`src/rtl/wrv_pkg.sv`:
```
// ----------------------------------------------------------------------------
// wrv_pkg: shared definitions for the running variance block
// Field widths, limits, step counts, sequencer states and the operand and
// result bundles of the shared compare-subtract unit.
// ----------------------------------------------------------------------------
package wrv_pkg;

    // Fixed field widths of the streaming payloads
    localparam int SAMPLE_W = 16;
    localparam int COUNT_W  = 24;
    localparam int MEAN_W   = 32;
    localparam int VAR_W    = 39;
    localparam int SD_W     = 24;

    // Significant input bits and width of the sample counter
    localparam int SAMPLE_BITS = 16;
    localparam int COUNT_BITS  = 24;

    // Internal widths
    localparam int SUM_W  = 62;
    localparam int STEP_W = 27;
    localparam int REM_W  = 25;
    localparam int WORK_W = 48;
    localparam int ITER_W = 6;

    // Number of iterations of each serial operation
    localparam int DIV1_STEPS = 32;
    localparam int DIV2_STEPS = 39;
    localparam int SQRT_STEPS = 24;

    localparam logic [COUNT_BITS-1:0] COUNT_MAX = {COUNT_BITS{1'b1}};
    localparam logic [SUM_W-1:0]      SUM_MAX   = {SUM_W{1'b1}};
    localparam logic [VAR_W-1:0]      VAR_MAX   = {VAR_W{1'b1}};

    // Sequencer states
    typedef enum logic [3:0] {
        ST_IDLE,
        ST_DELTA,
        ST_DIV1,
        ST_MEAN,
        ST_DELTA2,
        ST_MUL,
        ST_ACC,
        ST_VSET,
        ST_VCHK,
        ST_DIV2,
        ST_SQLOAD,
        ST_SQRT,
        ST_OUT
    } wrv_state_t;

    // Operands of the compare-subtract unit
    typedef struct packed {
        logic [STEP_W-1:0] minuend;
        logic [STEP_W-1:0] subtrahend;
    } wrv_step_in_t;

    // Result of the compare-subtract unit
    typedef struct packed {
        logic              ge;
        logic [STEP_W-1:0] diff;
    } wrv_step_out_t;

endpackage

```
`src/rtl/wrv_sample_if.sv`:
```
// ----------------------------------------------------------------------------
// wrv_sample_if: sample stream channel
// Valid/ready channel that carries one signed sample per transfer.
// ----------------------------------------------------------------------------
interface wrv_sample_if;

    logic                                valid;
    logic                                ready;
    logic signed [wrv_pkg::SAMPLE_W-1:0] sample;

    modport source (output valid, output sample, input ready);
    modport sink   (input valid, input sample, output ready);

endinterface

```
`src/rtl/wrv_result_if.sv`:
```
// ----------------------------------------------------------------------------
// wrv_result_if: statistics result channel
// Valid/ready channel that carries count, mean, variance, standard deviation
// and the saturation flag in one transfer.
// ----------------------------------------------------------------------------
interface wrv_result_if;

    logic                              valid;
    logic                              ready;
    logic [wrv_pkg::COUNT_W-1:0]       sample_count;
    logic signed [wrv_pkg::MEAN_W-1:0] running_mean;
    logic [wrv_pkg::VAR_W-1:0]         sample_variance;
    logic [wrv_pkg::SD_W-1:0]          std_deviation;
    logic                              saturated;

    modport source (
        output valid, output sample_count, output running_mean,
        output sample_variance, output std_deviation, output saturated,
        input ready
    );
    modport sink (
        input valid, input sample_count, input running_mean,
        input sample_variance, input std_deviation, input saturated,
        output ready
    );

endinterface

```
`src/rtl/welford_running_variance.sv`:
```
// ----------------------------------------------------------------------------
// welford_running_variance: Welford online mean and variance
// A small sequencer drives one shared compare-subtract unit through the mean
// division, the variance division and the square root of each sample.
// ----------------------------------------------------------------------------
// Work per sample: 32 divide steps for the mean, 39 for the variance and 24
//   root steps, plus control states (the variance division is skipped while
//   the count is below two or the variance clamps; at the count limit the
//   mean division is skipped as well).
// Samples are accepted only in the idle state; the unit is shared by all.
// Reset clears count, mean, sum of squares, saturation flag and sequencer.
// ----------------------------------------------------------------------------
module welford_running_variance (
    input  logic                 clk,
    input  logic                 rst_n,
    wrv_sample_if.sink           sample_ch,
    wrv_result_if.source         result_ch
);
    import wrv_pkg::*;

    // Sequencer and statistics state
    wrv_state_t              state_reg, state_next;
    logic [ITER_W-1:0]       iter_reg, iter_next;
    logic [COUNT_BITS-1:0]   count_reg, count_next;
    logic [MEAN_W-1:0]       mean_reg, mean_next;
    logic [SUM_W-1:0]        square_sum_reg, square_sum_next;
    logic                    saturated_reg, saturated_next;

    // Working registers
    logic [MEAN_W-1:0]       x_reg, x_next;
    logic [MEAN_W-1:0]       dmag_reg, dmag_next;
    logic                    dneg_reg, dneg_next;
    logic [MEAN_W-1:0]       d2mag_reg, d2mag_next;
    logic                    d2neg_reg, d2neg_next;
    logic                    opp_reg, opp_next;
    logic [2*MEAN_W-1:0]     prod_reg, prod_next;
    logic [COUNT_BITS-1:0]   div_reg, div_next;
    logic [REM_W-1:0]        rem_reg, rem_next;
    logic [WORK_W-1:0]       work_reg, work_next;
    logic [SD_W-1:0]         root_reg, root_next;
    logic [VAR_W-1:0]        var_reg, var_next;

    // Output register
    logic                    out_valid_reg, out_valid_next;
    logic [COUNT_W-1:0]      out_count_reg, out_count_next;
    logic [MEAN_W-1:0]       out_mean_reg, out_mean_next;
    logic [VAR_W-1:0]        out_var_reg, out_var_next;
    logic [SD_W-1:0]         out_sd_reg, out_sd_next;
    logic                    out_sat_reg, out_sat_next;

    // Combinational helpers
    wrv_step_in_t                step_in;
    wrv_step_out_t               step_out;
    logic signed [SAMPLE_BITS-1:0] sample_trunc;
    logic [SAMPLE_W-1:0]         sample_ext;
    logic [MEAN_W:0]             delta_wide;
    logic [MEAN_W:0]             delta_abs;
    logic [MEAN_W:0]             quot_wide;
    logic [MEAN_W:0]             quot_signed;
    logic [SUM_W:0]              sum_wide;
    logic [WORK_W-1:0]           work_div;
    logic                        sample_xfer;

    wrv_step_unit u_step (
        .step_in  (step_in),
        .step_out (step_out)
    );

    // Handshake and result port
    assign sample_xfer               = sample_ch.valid && sample_ch.ready;
    assign sample_ch.ready           = (state_reg == ST_IDLE);
    assign result_ch.valid           = out_valid_reg;
    assign result_ch.sample_count    = out_count_reg;
    assign result_ch.running_mean    = out_mean_reg;
    assign result_ch.sample_variance = out_var_reg;
    assign result_ch.std_deviation   = out_sd_reg;
    assign result_ch.saturated       = out_sat_reg;

    // Only the significant sample bits count; they are sign extended.
    assign sample_trunc = sample_ch.sample[SAMPLE_BITS-1:0];
    assign sample_ext   = SAMPLE_W'(sample_trunc);

    // Operand selection for the shared unit
    always_comb
    begin
        step_in = '0;
        if (state_reg == ST_SQRT)
        begin
            step_in.minuend    = {rem_reg, work_reg[WORK_W-1 -: 2]};
            step_in.subtrahend = {1'b0, root_reg, 2'b01};
        end
        else
        begin
            step_in.minuend    = {1'b0, rem_reg, work_reg[WORK_W-1]};
            step_in.subtrahend = STEP_W'(div_reg);
        end
    end

    // Datapath helpers shared by several states
    assign work_div    = {work_reg[WORK_W-2:0], step_out.ge};
    assign quot_wide   = {1'b0, work_reg[MEAN_W-1:0]};
    assign quot_signed = dneg_reg ? ((MEAN_W+1)'(0) - quot_wide) : quot_wide;
    assign delta_abs   = delta_wide[MEAN_W] ? ((MEAN_W+1)'(0) - delta_wide) : delta_wide;
    assign sum_wide    = {1'b0, square_sum_reg} +
                         (SUM_W+1)'(opp_reg ? 40'd0 : prod_reg[2*MEAN_W-1:24]);

    // Delta against the current mean; used before and after the mean update.
    assign delta_wide = {x_reg[MEAN_W-1], x_reg} - {mean_reg[MEAN_W-1], mean_reg};

    // Sequencer: next state and datapath updates
    always_comb
    begin
        state_next      = state_reg;
        iter_next       = iter_reg;
        count_next      = count_reg;
        mean_next       = mean_reg;
        square_sum_next = square_sum_reg;
        saturated_next  = saturated_reg;
        x_next          = x_reg;
        dmag_next       = dmag_reg;
        dneg_next       = dneg_reg;
        d2mag_next      = d2mag_reg;
        d2neg_next      = d2neg_reg;
        opp_next        = opp_reg;
        prod_next       = prod_reg;
        div_next        = div_reg;
        rem_next        = rem_reg;
        work_next       = work_reg;
        root_next       = root_reg;
        var_next        = var_reg;
        out_valid_next  = out_valid_reg && !result_ch.ready;
        out_count_next  = out_count_reg;
        out_mean_next   = out_mean_reg;
        out_var_next    = out_var_reg;
        out_sd_next     = out_sd_reg;
        out_sat_next    = out_sat_reg;

        unique case (state_reg)
            ST_IDLE:
            begin
                if (sample_xfer)
                begin
                    if (count_reg == COUNT_MAX)
                    begin
                        // Count limit: the sample is dropped, statistics stay.
                        saturated_next = 1'b1;
                        state_next     = ST_VSET;
                    end
                    else
                    begin
                        count_next = count_reg + COUNT_BITS'(1);
                        x_next     = {sample_ext, 16'd0};
                        state_next = ST_DELTA;
                    end
                end
            end

            ST_DELTA:
            begin
                dneg_next  = delta_wide[MEAN_W];
                dmag_next  = delta_abs[MEAN_W-1:0];
                work_next  = {delta_abs[MEAN_W-1:0], (WORK_W-MEAN_W)'(0)};
                rem_next   = '0;
                div_next   = count_reg;
                iter_next  = '0;
                state_next = ST_DIV1;
            end

            // Restoring division of |delta| by the new count
            ST_DIV1:
            begin
                rem_next  = step_out.ge ? step_out.diff[REM_W-1:0]
                                        : step_in.minuend[REM_W-1:0];
                work_next = work_div;
                iter_next = iter_reg + ITER_W'(1);
                if (iter_reg == ITER_W'(DIV1_STEPS - 1))
                begin
                    state_next = ST_MEAN;
                end
            end

            ST_MEAN:
            begin
                mean_next  = mean_reg + quot_signed[MEAN_W-1:0];
                state_next = ST_DELTA2;
            end

            ST_DELTA2:
            begin
                d2neg_next = delta_wide[MEAN_W];
                d2mag_next = delta_abs[MEAN_W-1:0];
                state_next = ST_MUL;
            end

            ST_MUL:
            begin
                prod_next  = dmag_reg * d2mag_reg;
                opp_next   = dneg_reg ^ d2neg_reg;
                state_next = ST_ACC;
            end

            // Accumulate with saturation at the top of the sum range
            ST_ACC:
            begin
                square_sum_next = sum_wide[SUM_W] ? SUM_MAX : sum_wide[SUM_W-1:0];
                state_next      = ST_VSET;
            end

            ST_VSET:
            begin
                if (count_reg < COUNT_BITS'(2))
                begin
                    var_next   = '0;
                    state_next = ST_SQLOAD;
                end
                else
                begin
                    div_next   = count_reg - COUNT_BITS'(1);
                    state_next = ST_VCHK;
                end
            end

            // A quotient that would not fit the variance width clamps at once.
            ST_VCHK:
            begin
                if ({1'b0, square_sum_reg} >= {div_reg, (SUM_W+1-COUNT_BITS)'(0)})
                begin
                    var_next   = VAR_MAX;
                    state_next = ST_SQLOAD;
                end
                else
                begin
                    rem_next   = REM_W'(square_sum_reg[SUM_W-1:VAR_W]);
                    work_next  = {square_sum_reg[VAR_W-1:0], (WORK_W-VAR_W)'(0)};
                    iter_next  = '0;
                    state_next = ST_DIV2;
                end
            end

            // Restoring division of the sum by count minus one
            ST_DIV2:
            begin
                rem_next  = step_out.ge ? step_out.diff[REM_W-1:0]
                                        : step_in.minuend[REM_W-1:0];
                work_next = work_div;
                iter_next = iter_reg + ITER_W'(1);
                if (iter_reg == ITER_W'(DIV2_STEPS - 1))
                begin
                    var_next   = work_div[VAR_W-1:0];
                    state_next = ST_SQLOAD;
                end
            end

            ST_SQLOAD:
            begin
                work_next  = {1'b0, var_reg, 8'd0};
                rem_next   = '0;
                root_next  = '0;
                iter_next  = '0;
                state_next = ST_SQRT;
            end

            // Digit-by-digit square root, two radicand bits per step
            ST_SQRT:
            begin
                if (step_out.ge)
                begin
                    rem_next  = step_out.diff[REM_W-1:0];
                    root_next = {root_reg[SD_W-2:0], 1'b1};
                end
                else
                begin
                    rem_next  = step_in.minuend[REM_W-1:0];
                    root_next = {root_reg[SD_W-2:0], 1'b0};
                end
                work_next = {work_reg[WORK_W-3:0], 2'b00};
                iter_next = iter_reg + ITER_W'(1);
                if (iter_reg == ITER_W'(SQRT_STEPS - 1))
                begin
                    state_next = ST_OUT;
                end
            end

            // Load the output register once the previous result is taken
            ST_OUT:
            begin
                if (!out_valid_reg || result_ch.ready)
                begin
                    out_valid_next = 1'b1;
                    out_count_next = COUNT_W'(count_reg);
                    out_mean_next  = mean_reg;
                    out_var_next   = var_reg;
                    out_sd_next    = root_reg;
                    out_sat_next   = saturated_reg;
                    state_next     = ST_IDLE;
                end
            end

            default:
            begin
                state_next = ST_IDLE;
            end
        endcase
    end

    // Control and statistics registers
    always_ff @(posedge clk or negedge rst_n)
    begin
        if (!rst_n)
        begin
            state_reg      <= ST_IDLE;
            iter_reg       <= '0;
            count_reg      <= '0;
            mean_reg       <= '0;
            square_sum_reg <= '0;
            saturated_reg  <= 1'b0;
            out_valid_reg  <= 1'b0;
        end
        else
        begin
            state_reg      <= state_next;
            iter_reg       <= iter_next;
            count_reg      <= count_next;
            mean_reg       <= mean_next;
            square_sum_reg <= square_sum_next;
            saturated_reg  <= saturated_next;
            out_valid_reg  <= out_valid_next;
        end
    end

    // Working and output payload registers
    always_ff @(posedge clk)
    begin
        x_reg         <= x_next;
        dmag_reg      <= dmag_next;
        dneg_reg      <= dneg_next;
        d2mag_reg     <= d2mag_next;
        d2neg_reg     <= d2neg_next;
        opp_reg       <= opp_next;
        prod_reg      <= prod_next;
        div_reg       <= div_next;
        rem_reg       <= rem_next;
        work_reg      <= work_next;
        root_reg      <= root_next;
        var_reg       <= var_next;
        out_count_reg <= out_count_next;
        out_mean_reg  <= out_mean_next;
        out_var_reg   <= out_var_next;
        out_sd_reg    <= out_sd_next;
        out_sat_reg   <= out_sat_next;
    end

    // A sample transfer starts a computation, so the next cycle is busy.
    a_busy_after_xfer: assert property (@(posedge clk) disable iff (!rst_n)
        sample_xfer |=> !sample_ch.ready)
        else $error("sequencer accepted a sample while busy");

    // The saturation flag only clears at reset.
    a_sat_sticky: assert property (@(posedge clk) disable iff (!rst_n)
        saturated_reg |=> saturated_reg)
        else $error("saturation flag cleared");

    // The count only ever moves up by one.
    a_count_step: assert property (@(posedge clk) disable iff (!rst_n)
        !$stable(count_reg) |-> (count_reg == $past(count_reg) + COUNT_BITS'(1)))
        else $error("sample count changed by other than one");

    // A new result appears only when the sequencer finishes.
    a_result_source: assert property (@(posedge clk) disable iff (!rst_n)
        $rose(out_valid_reg) |-> ($past(state_reg) == ST_OUT))
        else $error("result became valid outside the output state");

endmodule

```
`src/rtl/wrv_step_unit.sv`:
```
// ----------------------------------------------------------------------------
// wrv_step_unit: shared compare-subtract unit
// One trial subtraction per cycle; serves both restoring divisions and the
// digit-by-digit square root.
// ----------------------------------------------------------------------------
module wrv_step_unit (
    input  wrv_pkg::wrv_step_in_t  step_in,
    output wrv_pkg::wrv_step_out_t step_out
);
    import wrv_pkg::*;

    logic [STEP_W:0] wide_diff;

    // Subtract with borrow; no borrow means the minuend is not the smaller one.
    assign wide_diff     = {1'b0, step_in.minuend} - {1'b0, step_in.subtrahend};
    assign step_out.ge   = ~wide_diff[STEP_W];
    assign step_out.diff = wide_diff[STEP_W-1:0];

endmodule
```
`src/flat_wrapper.sv`:
```
// flat-port wrapper written by rule: the top's interface ports become plain ports
module welford_running_variance_flat import wrv_pkg::*;
  (clk, rst_n, sample_ch_valid, sample_ch_sample, sample_ch_ready, result_ch_valid, result_ch_sample_count, result_ch_running_mean, result_ch_sample_variance, result_ch_std_deviation, result_ch_saturated, result_ch_ready);
  wrv_sample_if sample_ch_i ();
  wrv_result_if result_ch_i ();
  input  logic clk;
  input  logic rst_n;
  input wire logic [$bits(sample_ch_i.valid)-1:0] sample_ch_valid;
  input wire logic [$bits(sample_ch_i.sample)-1:0] sample_ch_sample;
  output wire logic [$bits(sample_ch_i.ready)-1:0] sample_ch_ready;
  output wire logic [$bits(result_ch_i.valid)-1:0] result_ch_valid;
  output wire logic [$bits(result_ch_i.sample_count)-1:0] result_ch_sample_count;
  output wire logic [$bits(result_ch_i.running_mean)-1:0] result_ch_running_mean;
  output wire logic [$bits(result_ch_i.sample_variance)-1:0] result_ch_sample_variance;
  output wire logic [$bits(result_ch_i.std_deviation)-1:0] result_ch_std_deviation;
  output wire logic [$bits(result_ch_i.saturated)-1:0] result_ch_saturated;
  input wire logic [$bits(result_ch_i.ready)-1:0] result_ch_ready;
  assign sample_ch_i.valid = sample_ch_valid;
  assign sample_ch_i.sample = sample_ch_sample;
  assign sample_ch_ready = sample_ch_i.ready;
  assign result_ch_valid = result_ch_i.valid;
  assign result_ch_sample_count = result_ch_i.sample_count;
  assign result_ch_running_mean = result_ch_i.running_mean;
  assign result_ch_sample_variance = result_ch_i.sample_variance;
  assign result_ch_std_deviation = result_ch_i.std_deviation;
  assign result_ch_saturated = result_ch_i.saturated;
  assign result_ch_i.ready = result_ch_ready;
  welford_running_variance u_core (.clk(clk), .rst_n(rst_n), .sample_ch(sample_ch_i), .result_ch(result_ch_i));
endmodule
```
`config.mk`:
```
export PLATFORM = sky130hd
export DESIGN_NAME = welford_running_variance_flat
export DESIGN_NICKNAME = d
export VERILOG_FILES = /design/src/rtl/wrv_pkg.sv /design/src/rtl/wrv_sample_if.sv /design/src/rtl/wrv_result_if.sv /design/src/rtl/welford_running_variance.sv /design/src/rtl/wrv_step_unit.sv /design/src/flat_wrapper.sv
export SDC_FILE = /design/constraint.sdc
export NUM_CORES = 2
export LEC_CHECK = 0
export ABC_AREA = 0
export BUFFER_PORTS_ARGS = -buffer_cell sky130_fd_sc_hd__buf_2
export CORE_MARGIN = 2
export CORE_UTILIZATION = 40
export DETAILED_ROUTE_END_ITERATION = 10
export HOLD_SLACK_MARGIN = 0.05
export PLACE_DENSITY = 0.54
export SLEW_MARGIN = 10
export SYNTH_ARGS = -nofsm -noshare
export SYNTH_HDL_FRONTEND = slang
export SYNTH_SLANG_ARGS = --single-unit
```
`constraint.sdc`:
```
create_clock -name clk -period 9.8 [get_ports clk]
set_clock_uncertainty 0.1 [all_clocks]
set_input_delay 0 -clock clk [delete_from_list [all_inputs] [get_ports clk]]
set_output_delay 0 -clock clk [all_outputs]
set_load 0.05 [all_outputs]
```
==> key figures <==
Clock tree
  – Num Clock Sinks: 533
  – CTS root buf: clkbuf_16
  – CTS tree: yes
  – Htree depth: 2
  – Worst-skew pair later-pin latency: 650 ps
  – Resized cells post-CTS: 0
  – Postcts setup bufs: 0
  – Maximum root-to-sink buffer count: 3
  – CTS clk-pin slew, worst paths: 60 ps
  – Inserted Clock Buffers: 58
  – Cts hold-fix bufs: 38

STA
  – Max frequency: 111 MHz
  – Final setup fails: 0
  – Tcrit/Tclk final: 0.920
  – RSZ-0062 raised after global routing: no
  – Hold Vio Cnt, Final: 0
  – Pins over their slew limit: 0
  – Sum Neg Setup Slack: 0 ps
  – Worst-margin pin slew: 1330 ps
  – Minimum clock period: 9010 ps
  – Relative slew slack: 0.112

Run
  – Max-cap viol count: 0

Logic synthesis
  – Syn Area/Cell: 9.83 um2
  – Synth top area cells: fa_1 29%, edfxtp_1 20%, ha_1 8.2%
  – Most common library cells after synthesis: 991 x inv_1, 898 x fa_1, 833 x nand2_1, 629 x and2_1, 403 x edfxtp_1
  – Post-synthesis sequential element count: 533
  – Top-count cell post-synth: inv_1
  – Post-Synthesis Cell Area: 61,600 um2
  – Synth area leader: fa_1
  – Post-synth EDFFs: 403
  – Mapped Nets: 7,589
  – Most used DFF post-synth: edfxtp_1
  – Syn Inst Count: 6,269
  – Sequential share of the synthesized area: 0.249
  – Yosys Warn Count: 0
  – Ys async rst share: 0.244
  – Netlist cell types: 91
  – Top-area cell type share of the netlist area: 0.292

Cells and area
  – Share of post-route cells with drive strength above 1: 0.0670
  – Fillers: 14,900
  – Register area: 15,400 um2
  – Synthesis-to-layout area growth: 8.89%
  – Number of flip-flops under the largest register name: 62
  – Area of the multi-input gates: 41,400 um2
  – Layout Nets: 7,631

Placed design
  – # port buffers: 141
  – Placer Congestion: 0.894
  – DP HPWL: 138 mm

Detailed routing
  – Drt wl/cell: 21.0 um
  – Wirelength, routed: 176 mm
  – Via count: 44,200
  – DRC violations left: 0
  – DR iter-0 viols: 3,183
  – Post-DR vias/cell: 5.26
  – First-pass detailed-route iteration total: 6
  – Routed Antenna Nets: 0

Outcome
  – Status: finished clean

Die
  – Die width: 396 um
  – IO Pins: 142
  – Area of the die: 157,000 um2
  – Initial Utilization: 0.401
  – Core area: 154,000 um2
  – Cell row count: 144
  – Die Y: 396 um

Setup path
  – Worst path arrival time: 9350 ps
  – Bufs and invs on worst path: 7
  – Worst EP required: 10,140 ps
  – WS Path Type: flip-flop to flip-flop
  – Worst Path Max Fanout: 28
  – CP Launch Type: flip-flop
  – Top Family by Delay on Critical Path: adder cells
  – Crit. End Element: flip-flop
  – Most frequent CP cell: fa_1
  – Slowest cell on crit path: edfxtp_1
  – CP max stage delay: 1170 ps

Global route
  – Global route overflow: 0
  – Initial antenna violation count: 10
  – First-pass GRT wire length: 278 mm
  – Number of global-route vias before repair: 45,900
  – Largest net degree at the start of global routing: 67
  – Total Routing Usage GR: 0.229

Min path
  – Hold WC Path Type: input pin to flip-flop
==> metrics by stage <==
stage          cells  utilization  setup WS, ps  hold slack [ps]  instance area [um2]
2_1_floorplan   6269            -          2220             -396                61600
3_3_place_gp    8251        0.421           750            -14.0                64600
3_5_place_dp    8251        0.421           709            -25.3                64600
4_1_cts         8398        0.436           714              126                66900
5_1_grt         8406        0.437           425              167                67100
6_report        8406        0.437           787              162                67100
==> cell type report <==
cell class              count  share of cell area
multi-input cells        4424               0.617
inverters                 993              0.0556
clock buffers              66              0.0227
flip-flops and latches    533               0.229
diodes                      2           0.0000746
clock inverters            43             0.00625
well taps                2044              0.0381
repair buffers            301              0.0318
==> worst min-delay path: cells and delay by family <==
kind          cells  cell delay (ps)
buf+inv           2              620
simple gates      2              240
==> layout by cell type (no fill, tap or decap), types with 19 or more instances in the layout <==
cell           synthesis  layout
nand4_1               39      39
nand2_1              833     833
a21oi_1              189     189
a222oi_1              27      27
o21ai_0              160     160
o21a_1                40      40
inv_1                991     990
nor2_1               140     130
dlygate4sd3_1          0      37
and3_1                34      34
buf_2                 10     140
a31oi_1               24      24
buf_4                  2     116
nor2b_1               73      73
xor2_1                76      76
o22a_1                38      38
ha_1                 402     402
edfxtp_1             403     403
a21o_1               110     110
dfrtp_1              130     130
nand2b_1              27      27
clkbuf_16              0      58
nor3_1                50      47
nor4_1                32      32
or3_1                 24      24
fa_1                 898     898
nand3_1               80      79
a221o_1               19      19
and2_1               629     629
mux2i_1               33      33
xnor2_1              181     181
==> metal layers <==
layer  part of all wire  vias up  wire [um]  global-route usage
li1                   -    20200          -                   -
met1               0.45    22500      79700               0.326
met2               0.46     1233      80700               0.364
met3              0.060      219      10500              0.0318
met4              0.030        0       5280              0.0631
met5                  0        -          0                   0
==> path summary, 6_finish.rpt <==
check	start	end	slack (ps)	cells past startpoint
setup / recovery	u_core.dmag_reg[9]	u_core.prod_reg[61]	790	27
hold / removal	result_ch_ready	u_core.result_ch.valid	160	4
setup reg to reg	u_core.dmag_reg[9]	u_core.prod_reg[61]	790	27
hold reg to reg	u_core.root_reg[16]	u_core.result_ch.std_deviation[16]	340	0
max in group asynchronous	rst_n	u_core.mean_reg[13]	8360	4
min in group asynchronous	rst_n	u_core.mean_reg[31]	400	4
==> logic make-up (layout without fill, tap and decap cells) <==
kind of cell	count (synthesis)	count (layout)	share of synthesized area
other	0	2	0
buffers and inverters	1312	1403	0.0808
AO/OA/AOI/OAI	801	801	0.0881
AND/OR/NAND/NOR	2029	2029	0.166
flip-flops	533	533	0.249
XOR/XNOR	257	257	0.0365
adder cells (fa/ha/maj)	1300	1300	0.373
multiplexers	37	37	0.00609
Power is not shown: default switching activity piles up to over one toggle a cycle in this logic, so the estimate is an artifact.
